[config.mk]
export PLATFORM = sky130hd
export DESIGN_NAME = pnp_resource_tag_parser
export DESIGN_NICKNAME = d
export VERILOG_FILES = /design/src/rtl/core/pnp_rtp_pkg.sv /design/src/rtl/core/pnp_rtp_parse.sv /design/src/rtl/core/pnp_resource_tag_parser.sv
export SDC_FILE = /design/constraint.sdc
export NUM_CORES = 1
export LEC_CHECK = 0
export ABC_CLOCK_PERIOD_IN_PS = 11100
export BUFFER_PORTS_ARGS = -buffer_cell sky130_fd_sc_hd__buf_4
export CAP_MARGIN = 30
export CORE_MARGIN = 1
export CORE_UTILIZATION = 60
export CTS_BUF_LIST = sky130_fd_sc_hd__clkbuf_16
export CTS_CLUSTER_SIZE = 40
export DETAILED_ROUTE_END_ITERATION = 6
export PLACE_DENSITY = 0.82
export RECOVER_POWER = 100
export SLEW_MARGIN = 25
export SYNTH_ARGS = -nofsm -noshare
export SYNTH_HDL_FRONTEND = slang
export SYNTH_SLANG_ARGS = --single-unit
[constraint.sdc]
create_clock -name i_clk -period 11.1 [get_ports i_clk]
set_input_delay 2.22 -clock i_clk [delete_from_list [all_inputs] [get_ports i_clk]]
set_output_delay 2.22 -clock i_clk [all_outputs]
set_load 0.005 [all_outputs]
[src/rtl/core/pnp_rtp_pkg.sv]
package pnp_rtp_pkg;

    typedef enum logic [1:0] {
        PH_HEADER  = 2'd0,
        PH_LEN_LO  = 2'd1,
        PH_LEN_HI  = 2'd2,
        PH_PAYLOAD = 2'd3
    } t_phase;

    typedef enum logic [2:0] {
        ROLE_SMALL   = 3'd0,
        ROLE_LARGE   = 3'd1,
        ROLE_LEN_LO  = 3'd2,
        ROLE_LEN_HI  = 3'd3,
        ROLE_PAYLOAD = 3'd4
    } t_role;

    localparam logic [7:0]  TYPE_END       = 8'd15;
    localparam logic [7:0]  TYPE_IDENT     = 8'd130;
    localparam logic [12:0] OFFSET_TOP     = 13'd8191;
    localparam int          OFFSET_OUT_W   = 13;
    localparam logic [7:0]  IDENT_MAX_RST  = 8'd79;

    typedef struct packed {
        logic [7:0]  byte_echo;
        t_role       byte_role;
        logic [7:0]  tag_type;
        logic [15:0] resource_length;
        logic [15:0] payload_index;
        logic [12:0] list_offset;
        logic        is_ident_char;
        logic        resource_last;
        logic        list_end;
        logic        overflow;
    } t_result;

endpackage

[src/rtl/core/pnp_rtp_parse.sv]
module pnp_rtp_parse #(
    parameter int LIST_BYTES = 8192
) (
    input  logic                 i_clk,
    input  logic                 i_rst_n,
    input  logic                 i_fire,
    input  logic [7:0]           i_data_byte,
    input  logic                 i_new_list,
    input  logic [7:0]           i_ident_max,
    output pnp_rtp_pkg::t_result o_result
);

    localparam int OW = $clog2(LIST_BYTES + 1);
    localparam int EW = (OW > pnp_rtp_pkg::OFFSET_OUT_W) ? OW : pnp_rtp_pkg::OFFSET_OUT_W;

    pnp_rtp_pkg::t_phase r_phase, n_phase, phase_eff;
    logic [7:0]    r_type, n_type;
    logic [15:0]   r_length, n_length;
    logic [15:0]   r_remaining, n_remaining;
    logic [OW-1:0] r_offset, n_offset;
    logic          r_ident_done, n_ident_done;
    logic [7:0]    r_ident_count, n_ident_count;
    logic          r_ovf, n_ovf;

    logic [OW-1:0] offs;
    logic [EW-1:0] offs_ext;
    logic          done_eff;
    logic [7:0]    count_eff;
    logic          ovf_eff;
    logic          ovf_hit;
    logic [15:0]   len_hi_val;
    logic [15:0]   rem_dec;
    logic          fin;
    logic [7:0]    type_now;
    logic          ident_ok;

    pnp_rtp_pkg::t_role role_out;
    logic [15:0]   rlen_out;
    logic [15:0]   pidx_out;

    // new_list clears tracking before this byte is handled
    assign phase_eff = i_new_list ? pnp_rtp_pkg::PH_HEADER : r_phase;
    assign offs      = i_new_list ? '0 : r_offset;
    assign done_eff  = i_new_list ? 1'b0 : r_ident_done;
    assign count_eff = i_new_list ? 8'd0 : r_ident_count;
    assign ovf_eff   = i_new_list ? 1'b0 : r_ovf;

    assign ovf_hit    = (offs >= OW'(LIST_BYTES));
    assign n_offset   = ovf_hit ? offs : offs + 1'b1;
    assign n_ovf      = ovf_eff | ovf_hit;
    assign offs_ext   = EW'(offs);
    assign len_hi_val = {i_data_byte, r_length[7:0]};
    assign rem_dec    = r_remaining - 16'd1;

    assign type_now = (phase_eff != pnp_rtp_pkg::PH_HEADER) ? r_type :
                      i_data_byte[7] ? {1'b1, i_data_byte[6:0]} :
                                       {4'd0, i_data_byte[6:3]};

    assign ident_ok = (phase_eff == pnp_rtp_pkg::PH_PAYLOAD)
                   && (r_type == pnp_rtp_pkg::TYPE_IDENT)
                   && !done_eff && (count_eff < i_ident_max);

    assign n_ident_done  = done_eff | (fin && (type_now == pnp_rtp_pkg::TYPE_IDENT));
    assign n_ident_count = count_eff + {7'd0, ident_ok};
    assign n_type        = type_now;

    always_comb begin
        fin = 1'b0;
        unique case (phase_eff)
            pnp_rtp_pkg::PH_HEADER:  fin = !i_data_byte[7] && (i_data_byte[2:0] == 3'd0);
            pnp_rtp_pkg::PH_LEN_LO:  fin = 1'b0;
            pnp_rtp_pkg::PH_LEN_HI:  fin = (len_hi_val == 16'd0);
            pnp_rtp_pkg::PH_PAYLOAD: fin = (rem_dec == 16'd0);
            default:                 fin = 1'b0;
        endcase
    end

    // next state
    always_comb begin
        n_phase = phase_eff;
        unique case (phase_eff)
            pnp_rtp_pkg::PH_HEADER:
                n_phase = i_data_byte[7] ? pnp_rtp_pkg::PH_LEN_LO :
                          fin ? pnp_rtp_pkg::PH_HEADER : pnp_rtp_pkg::PH_PAYLOAD;
            pnp_rtp_pkg::PH_LEN_LO:
                n_phase = pnp_rtp_pkg::PH_LEN_HI;
            pnp_rtp_pkg::PH_LEN_HI:
                n_phase = fin ? pnp_rtp_pkg::PH_HEADER : pnp_rtp_pkg::PH_PAYLOAD;
            pnp_rtp_pkg::PH_PAYLOAD:
                n_phase = fin ? pnp_rtp_pkg::PH_HEADER : pnp_rtp_pkg::PH_PAYLOAD;
            default:
                n_phase = pnp_rtp_pkg::PH_HEADER;
        endcase
    end

    // outputs and datapath updates
    always_comb begin
        n_length    = r_length;
        n_remaining = r_remaining;
        role_out    = pnp_rtp_pkg::ROLE_SMALL;
        rlen_out    = 16'd0;
        pidx_out    = 16'd0;
        unique case (phase_eff)
            pnp_rtp_pkg::PH_HEADER: begin
                if (i_data_byte[7]) begin
                    role_out    = pnp_rtp_pkg::ROLE_LARGE;
                    n_length    = 16'd0;
                    n_remaining = 16'd0;
                end else begin
                    role_out    = pnp_rtp_pkg::ROLE_SMALL;
                    n_length    = {13'd0, i_data_byte[2:0]};
                    n_remaining = {13'd0, i_data_byte[2:0]};
                    rlen_out    = {13'd0, i_data_byte[2:0]};
                end
            end
            pnp_rtp_pkg::PH_LEN_LO: begin
                role_out = pnp_rtp_pkg::ROLE_LEN_LO;
                n_length = {8'd0, i_data_byte};
            end
            pnp_rtp_pkg::PH_LEN_HI: begin
                role_out    = pnp_rtp_pkg::ROLE_LEN_HI;
                n_length    = len_hi_val;
                n_remaining = len_hi_val;
                rlen_out    = len_hi_val;
            end
            pnp_rtp_pkg::PH_PAYLOAD: begin
                role_out    = pnp_rtp_pkg::ROLE_PAYLOAD;
                n_remaining = rem_dec;
                rlen_out    = r_length;
                pidx_out    = r_length - r_remaining;
            end
            default: begin
                role_out = pnp_rtp_pkg::ROLE_SMALL;
            end
        endcase
    end

    assign o_result.byte_echo       = i_data_byte;
    assign o_result.byte_role       = role_out;
    assign o_result.tag_type        = type_now;
    assign o_result.resource_length = rlen_out;
    assign o_result.payload_index   = pidx_out;
    assign o_result.list_offset     = (offs_ext > EW'(pnp_rtp_pkg::OFFSET_TOP)) ?
                                      pnp_rtp_pkg::OFFSET_TOP :
                                      offs_ext[pnp_rtp_pkg::OFFSET_OUT_W-1:0];
    assign o_result.is_ident_char   = ident_ok;
    assign o_result.resource_last   = fin;
    assign o_result.list_end        = fin && (type_now == pnp_rtp_pkg::TYPE_END);
    assign o_result.overflow        = n_ovf;

    always_ff @(posedge i_clk) begin
        if (!i_rst_n) begin
            r_phase       <= pnp_rtp_pkg::PH_HEADER;
            r_type        <= 8'd0;
            r_length      <= 16'd0;
            r_remaining   <= 16'd0;
            r_offset      <= '0;
            r_ident_done  <= 1'b0;
            r_ident_count <= 8'd0;
            r_ovf         <= 1'b0;
        end else if (i_fire) begin
            r_phase       <= n_phase;
            r_type        <= n_type;
            r_length      <= n_length;
            r_remaining   <= n_remaining;
            r_offset      <= n_offset;
            r_ident_done  <= n_ident_done;
            r_ident_count <= n_ident_count;
            r_ovf         <= n_ovf;
        end
    end

endmodule

[src/rtl/core/pnp_resource_tag_parser.sv]
// Channel   Direction  Handshake                  Payload
// in        request    i_in_valid / o_in_ready    i_data_byte, i_new_list
// out       result     o_out_valid / i_out_ready  o_byte_echo .. o_overflow
// cfg       write      i_cfg_wr_en                i_cfg_wr_data (ident_max_chars)
//
// One byte per cycle sustained while the result side takes results. A request
// accepted into the input register is parsed from there and lands in the result
// register once that register is empty or being read; its result is offered there.
// Reset (synchronous, active low) puts the parser in header state, clears the
// offset, identifier tracking and overflow, and sets ident_max_chars to 79.
// A stalled result holds the result register; the input register takes a
// request when it is empty or when its own request moves on in the same cycle.
module pnp_resource_tag_parser #(
    parameter int LIST_BYTES = 8192
) (
    input  logic        i_clk,
    input  logic        i_rst_n,
    input  logic        i_in_valid,
    output logic        o_in_ready,
    input  logic [7:0]  i_data_byte,
    input  logic        i_new_list,
    output logic        o_out_valid,
    input  logic        i_out_ready,
    output logic [7:0]  o_byte_echo,
    output logic [2:0]  o_byte_role,
    output logic [7:0]  o_tag_type,
    output logic [15:0] o_resource_length,
    output logic [15:0] o_payload_index,
    output logic [12:0] o_list_offset,
    output logic        o_is_ident_char,
    output logic        o_resource_last,
    output logic        o_list_end,
    output logic        o_overflow,
    input  logic        i_cfg_wr_en,
    input  logic [7:0]  i_cfg_wr_data
);

    logic                 r_in_valid;
    logic [7:0]           r_in_byte;
    logic                 r_in_new;
    logic [7:0]           r_ident_max;
    logic                 r_out_valid;
    pnp_rtp_pkg::t_result r_out;
    pnp_rtp_pkg::t_result parse_res;
    logic                 s2_fire;

    assign s2_fire    = r_in_valid && (!r_out_valid || i_out_ready);
    assign o_in_ready = !r_in_valid || s2_fire;

    always_ff @(posedge i_clk) begin
        if (!i_rst_n) begin
            r_in_valid <= 1'b0;
        end else if (o_in_ready) begin
            r_in_valid <= i_in_valid;
        end
    end

    always_ff @(posedge i_clk) begin
        if (i_in_valid && o_in_ready) begin
            r_in_byte <= i_data_byte;
            r_in_new  <= i_new_list;
        end
    end

    always_ff @(posedge i_clk) begin
        if (!i_rst_n) begin
            r_ident_max <= pnp_rtp_pkg::IDENT_MAX_RST;
        end else if (i_cfg_wr_en) begin
            r_ident_max <= i_cfg_wr_data;
        end
    end

    pnp_rtp_parse #(
        .LIST_BYTES (LIST_BYTES)
    ) u_parse (
        .i_clk       (i_clk),
        .i_rst_n     (i_rst_n),
        .i_fire      (s2_fire),
        .i_data_byte (r_in_byte),
        .i_new_list  (r_in_new),
        .i_ident_max (r_ident_max),
        .o_result    (parse_res)
    );

    always_ff @(posedge i_clk) begin
        if (!i_rst_n) begin
            r_out_valid <= 1'b0;
        end else if (s2_fire) begin
            r_out_valid <= 1'b1;
        end else if (i_out_ready) begin
            r_out_valid <= 1'b0;
        end
    end

    always_ff @(posedge i_clk) begin
        if (s2_fire) begin
            r_out <= parse_res;
        end
    end

    assign o_out_valid       = r_out_valid;
    assign o_byte_echo       = r_out.byte_echo;
    assign o_byte_role       = r_out.byte_role;
    assign o_tag_type        = r_out.tag_type;
    assign o_resource_length = r_out.resource_length;
    assign o_payload_index   = r_out.payload_index;
    assign o_list_offset     = r_out.list_offset;
    assign o_is_ident_char   = r_out.is_ident_char;
    assign o_resource_last   = r_out.resource_last;
    assign o_list_end        = r_out.list_end;
    assign o_overflow        = r_out.overflow;

endmodule

==> metrics.cfg, run 1 <==
[run_status]
outcome = finished, violations left
violations = max-capacitance violations, max-slew violations

[routing]
drtIter0Drc = 471
wl_um = 17800
final_antenna_net_count = 0
via_per_inst = 5.943
routedWlPerCell_um = 16.87
drc = 0
first_pass_iters = 5
via_count = 6270

[floorplanning]
dieArea_mm2 = 0.01318
die_height_um = 114.8
die_w_um = 114.8
core_area_mm2 = 0.01221
io_pins = 92
start_util = 0.6252
num_rows = 40

[sta]
setup_viol_count_final = 0
fin_skew_ns = 0.008098
period_minus_slack_ns = 6.314
clock.fmax_mhz = 158.4
min_period_over_period = 0.5689
fin_ws_ns = 4.786
fin_hold_ws_ns = 0.4590
tightest_slew_ns = 3.117
report.final.hold_viol_count = 0
rsz0062_at_grt = false
slew_headroom = -1.078
maxSlewViolCount = 198
fin_setup_tns_ns = 0

[grt]
grt_max_degree = 68
grt_pass1_wl_um = 29300
grt_usage = 0.2892
antenna_found_initial = 0
grt-ovfl-total = 0
grt_pass1_vias = 6045

[critical_path]
critPathLaunchType = flop
crit_required_ns = 11.27
r2r-end = u_parse.r_ident_count[6]
critPathCaptureType = flop
max_stage_delay_ns = 0.91
r2r_cells = 16
path_max_fanout = 53
crit_type = reg -> reg
crit_path_start = r_in_new
crit_chain = clkbuf_1 > nand2b_1 > inv_1 > ha_1 > clkbuf_1 > inv_1 > clkbuf_1 > nor4_1 > nand4_1 > a31oi_1 > ha_1 > ha_1 > and3_1 > a31oi_1 > o21ai_0 > a21oi_1
r2r-start = r_in_new
cp.arrival_ns = 6.48
r2r_slack_ns = 4.79
slowest_stage = clkbuf_1

[place]
place_ws_ns = 6.082
io_buffers = 91
place_area_mm2 = 0.008372
gp_congestion = 0.8819
dp_hpwl_um = 11870

[clock_network]
clock-root-buffer = clkbuf_16
cts_tree = yes
clock_path_buffers = 2
htreeDepth = 4
post_cts_resized = 0
worstSkewPairLatency_ns = 0.43
clk_pin_slew_ns = 0.06
cts_sinks = 153
post_cts_buffers = 0
cts_hold_buffers = 0
cts_made_buffers = 17

[min_path]
whs_endpoint = u_parse.r_ident_count[0]
hp-start = u_parse.r_ident_count[0]
min_path_cells = 2
min_path_type = reg -> reg

[job]
drv_cap = 4

[logic_synthesis]
yosysTopAreaCell = edfxtp_1
yosysSeqAreaShare = 0.5021
netlist_top_cells_count = nor2_1, edfxtp_1, dfxtp_1
postSynth.asyncResetShare = 0
ys.flop_type = edfxtp_1
synth_most_common_cell = nor2_1
netlist.area_leader.share = 0.3029
synth_nets = 860
synthCells = 804
synth_enable_flop_cells = 77
synth.distinct_cells = 61
ys_ff_latch = 153
netlist_area_mm2 = 0.007635
yosysWarnings = 0
avgSynthCellArea_um2 = 9.496
ys_top_cells_by_area = edfxtp_1, dfxtp_1, ha_1

[power_and_ir_drop]
p_leak_uw = 0.003396
power_density_mw_per_mm2 = 152.6
ir_drop_mv = 0.1122

[finish]
area_delta_synth_final_pct = 16.70
final_layout_size_suffix_gt1_frac = 0.1398
final_nets = 930
diodes = 0
fin_area_mm2 = 0.008910

cell usage in the layout, fill, tap and decap left out, types with 17 or more instances in the layout:
cell         n
nand2_1     68
edfxtp_1    77
ha_1        33
clkbuf_16   17
inv_1       40
o21ai_0     58
a22oi_1     20
nor2_1     105
dfxtp_1     76
nand3_1     25
clkbuf_4    75
xnor2_1     20
a21oi_1     59
metrics by stage:
step | power (uW) | cells | utilization
global placement | 780.2 | 1021 | 0.6821
detailed placement | 785.9 | 1023 | 0.6856
floorplan | 737.5 | 804 | -
global route | 1408 | 1055 | 0.7296
finish | 1360 | 1055 | 0.7296
CTS | 1367 | 1055 | 0.7346
final cells by class:
class / instances / area (um^2)
clock buffers: 17 / 425.4
clock inverters: 15 / 173.9
fillers: 907 / 3302
inverters: 41 / 155.1
multi-input cells: 562 / 3390
flip-flops and latches: 153 / 3834
well taps: 168 / 210.2
repair buffers: 99 / 721.9
worst max-delay path by stage:
stage / endpoint / slack, ns / cells after the start
floorplan: o_byte_echo[0] / 5.65 / 6
global placement: o_in_ready / 6.14 / 4
detailed placement: o_in_ready / 6.08 / 4
CTS: o_in_ready / 6.08 / 4
global route: u_parse.r_ident_count[6] / 4.28 / 16
finish: u_parse.r_ident_count[6] / 4.79 / 16
registers in the layout (all words and copies together), names as in the netlist, 2 cells and up:
register,cells
o_byte_echo,8
o_byte_role,3
o_list_offset,13
o_payload_index,16
o_resource_length,16
o_tag_type,8
r_ident_max,8
r_in_byte,8
u_parse.r_ident_count,8
u_parse.r_length,16
u_parse.r_offset,14
u_parse.r_phase,2
u_parse.r_remaining,16
u_parse.r_type,8
cell families (layout without fill, tap and decap cells):
kind of cell | Yosys count | in the layout | share of synthesized area
adders and majority gates | 34 | 34 | 0.05670
and+or+nand+nor | 293 | 293 | 0.1868
buffers and inverters | 89 | 172 | 0.05228
DFF | 153 | 153 | 0.5021
muxes | 8 | 8 | 0.01049
AOI/OAI and AO/OA | 199 | 199 | 0.1595
xor gates and xnor gates | 28 | 28 | 0.03212
power breakdown:
group	internal, uW	leakage [uW]	switching [uW]
Sequential	617	0.00134	16.8
Combinational	57.9	0.00177	82.8
Clock	353	0.000279	232
metal layers:
layer / track usage / share of wire
met2: 0.4731 / 0.49
met4: 0.1091 / 0.015
met1: 0.3789 / 0.43
met5: 0 / 0
met3: 0.06326 / 0.073
critical path: cells and delay by family (launching register included):
| kind | cells | cell delay [ns] |
|---|---|---|
| buf+inv | 5 | 2.89 |
| simple gates | 4 | 1.46 |
| compound gates | 4 | 0.70 |
| fa+ha+maj | 3 | 0.63 |
| flops | 1 | 0.36 |
No activity file was read; power rests on OpenSTA's default activity.
==> inputs of run 2 (changes only) <==
Settings changed: ABC_CLOCK_PERIOD_IN_PS 11100 to 5400, CORE_UTILIZATION 60 to 53, PLACE_DENSITY 0.82 to 0.77.
Clock period 11.1 ns to 5.4 ns, I/O delays scaled along.
==> metrics.cfg, run 2 (same netlist as run 1, synthesis figures left out) <==
[routing]
via_per_inst = 5.735  ; -3.5%
wl_um = 16800  ; -5.6%
routedWlPerCell_um = 15.76  ; -6.6%
final_antenna_net_count = 0  ; unchanged
first_pass_iters = 5  ; unchanged
drc = 0  ; unchanged
via_count = 6114  ; -2.5%
drtIter0Drc = 589  ; +25%

[job]
drv_cap = 0  ; -4

[clock_network]
post_cts_resized = 0  ; unchanged
cts_hold_buffers = 0  ; unchanged
cts_sinks = 153  ; unchanged
worstSkewPairLatency_ns = 0.43  ; about the same
cts_made_buffers = 17  ; unchanged
clk_pin_slew_ns = 0.07  ; about the same
post_cts_buffers = 0  ; unchanged
clock-root-buffer = clkbuf_16
cts_tree = yes
htreeDepth = 4  ; unchanged
clock_path_buffers = 2  ; unchanged

[finish]
n_fill_cell = 1168  ; +29%
area_delta_synth_final_pct = 16.45
final_cell_mix = nor2_1, edfxtp_1, dfxtp_1, clkbuf_4, nand2_1
multiInputGateArea_mm2 = 0.003390  ; unchanged
final_layout_size_suffix_gt1_frac = 0.1467  ; +0.006930
ff_latch_area_mm2 = 0.003834  ; unchanged
diodes = 0  ; unchanged
final_nets = 929  ; -0.11%
final_common_cell = nor2_1
layout.cells.non_filler = 1066  ; +1.0%

[place]
dpl.cell_count = 1034  ; +1.1%
io_buffers = 91  ; unchanged
dp_hpwl_um = 11100  ; -6.5%
place_ws_ns = 1.523  ; -4.558 ns
gp_congestion = 0.8510  ; -3.5%

[min_path]
min_path_type = reg -> reg
whs_endpoint = u_parse.r_ident_count[0]
hp-start = u_parse.r_ident_count[0]
min_path_cells = 2  ; unchanged

[critical_path]
path_max_fanout = 37  ; -30%
slowest_stage = nand2b_1
crit_required_ns = 5.66  ; -5.61 ns
cp.arrival_ns = 4.46  ; -2.02 ns
crit_top_cell = nand2b_1
r2r_cells = 14  ; -2
crit_chain = clkbuf_4 > nor2b_1 > nand2b_1 > buf_4 > clkinvlp_2 > nand2b_1 > nor2_1 > a32oi_1 > a21oi_1
r2r-end = u_parse.r_ident_count[6]
max_stage_delay_ns = 0.92  ; about the same
r2r-start = r_in_new
critPathLaunchType = input pin
crit_type = in -> reg
critPathCaptureType = flop
r2r_slack_ns = 1.21  ; -3.58 ns

[floorplanning]
core_area_mm2 = 0.01399  ; +15%
start_util = 0.5458  ; -0.07941
dieArea_mm2 = 0.01489  ; +13%
die_height_um = 122.0  ; +6.3%
io_pins = 92  ; unchanged
die_w_um = 122.0  ; +6.3%
num_rows = 43  ; +7.5%

[power_and_ir_drop]
switching_share = 0.2612  ; +0.01696
p_leak_uw = 0.003411  ; +0.43%
power_density_mw_per_mm2 = 310.2  ; +100%
clkPwrFrac = 0.426  ; -0.004
combPwrFrac = 0.102  ; -0.002
ir_drop_mv = 0.2391  ; +110%
p_seq_frac = 0.472  ; +0.006
power.switching_uw = 720.3  ; +120%
intPower_uw = 2038  ; +98%

[grt]
grt_use_met1 = 0.3409  ; -0.03803
grt_pass1_vias = 5332  ; -12%
grt_usage = 0.2365  ; -0.05270
top_usage_layer = met2
use_met3 = 0.04775  ; -0.01550
grt_max_degree = 76  ; +12%
antenna_found_initial = 0  ; unchanged
grt_util_met2 = 0.3439  ; -0.1292
grt-ovfl-total = 0  ; unchanged
grt_pass1_wl_um = 27040  ; -7.7%

[run_status]
outcome = completed

[sta]
slew_headroom = 0.1738  ; +1.252
maxSlewViolCount = 0  ; -100%
setup_viol_count_final = 0  ; unchanged
report.final.hold_viol_count = 0  ; unchanged
rsz0062_at_grt = false
min_period_over_period = 0.7776
fin_setup_tns_ns = 0  ; unchanged
tightest_slew_ns = 1.239  ; -1.877 ns
period_minus_slack_ns = 4.199
clock.fmax_mhz = 238.2
fin_skew_ns = 0.01119  ; +0.003096 ns
fin_ws_ns = 1.201  ; -3.584 ns

-- run 2: cell count changes in the layout (fill, tap and decap cells not counted), sizes merged --
cell	before	now
bufinv	3	1
buf	11	14
inv	43	50
clkinv	4	3
clkinvlp	6	2
clkbuf	105	101
-- run 2: worst max path at each step --
| stage | to | slack, ns | startpoint |
|---|---|---|---|
| after floorplan | o_byte_echo[0] | 1.09 | i_out_ready |
| after global placement | u_parse.r_remaining[12] | 1.60 | i_out_ready |
| after detailed placement | u_parse.r_remaining[12] | 1.52 | i_out_ready |
| after CTS | u_parse.r_remaining[12] | 1.97 | i_out_ready |
| after global routing | u_parse.r_remaining[12] | 0.82 | i_out_ready |
| final | u_parse.r_remaining[12] | 1.20 | i_out_ready |
-- run 2: cell type report --
class                      instances  area share
clock buffer                      17     0.04785
clock inverter                    15     0.01759
inverter                          41     0.01745
multi-input combinational        562      0.3812
sequential                       153      0.4312
tap                              180     0.02533
timing repair buffer              98     0.07937
-- run 2: metrics by stage --
stage          hold slack (ns)  cell area (um^2)  power (uW)  utilization
6_report                0.4507              8891        2758       0.6356
5_1_grt                 0.4758              8891        2862       0.6356
4_1_cts                 0.4533              8937        2778       0.6389
3_5_place_dp            0.4439              8356        1612       0.5973
3_3_place_gp            0.4382              8344        1606       0.5965
2_1_floorplan           0.4253              7635        1516            -
-- run 2: layer usage --
metal	up-vias	wire [um]
li1	3002	-
met1	2862	7909
met2	223	7484
met3	27	1092
met4	0	312
met5	-	0
-- run 2: power by group through the flow --
stage | Combinational [uW] | Clock, uW | Sequential (uW)
3_3_place_gp | 280 | 0 | 1330
4_1_cts | 287 | 1190 | 1300
5_1_grt | 314 | 1240 | 1310
2_1_floorplan | 201 | 0 | 1320
6_report | 281 | 1170 | 1300
3_5_place_dp | 285 | 0 | 1330
-- run 2: critical path, delay by kind of cell --
kind	cells	cell delay (ns)
buffers and inverters	3	1.33
AOI/OAI and AO/OA	2	0.37
and+or+nand+nor	4	1.65
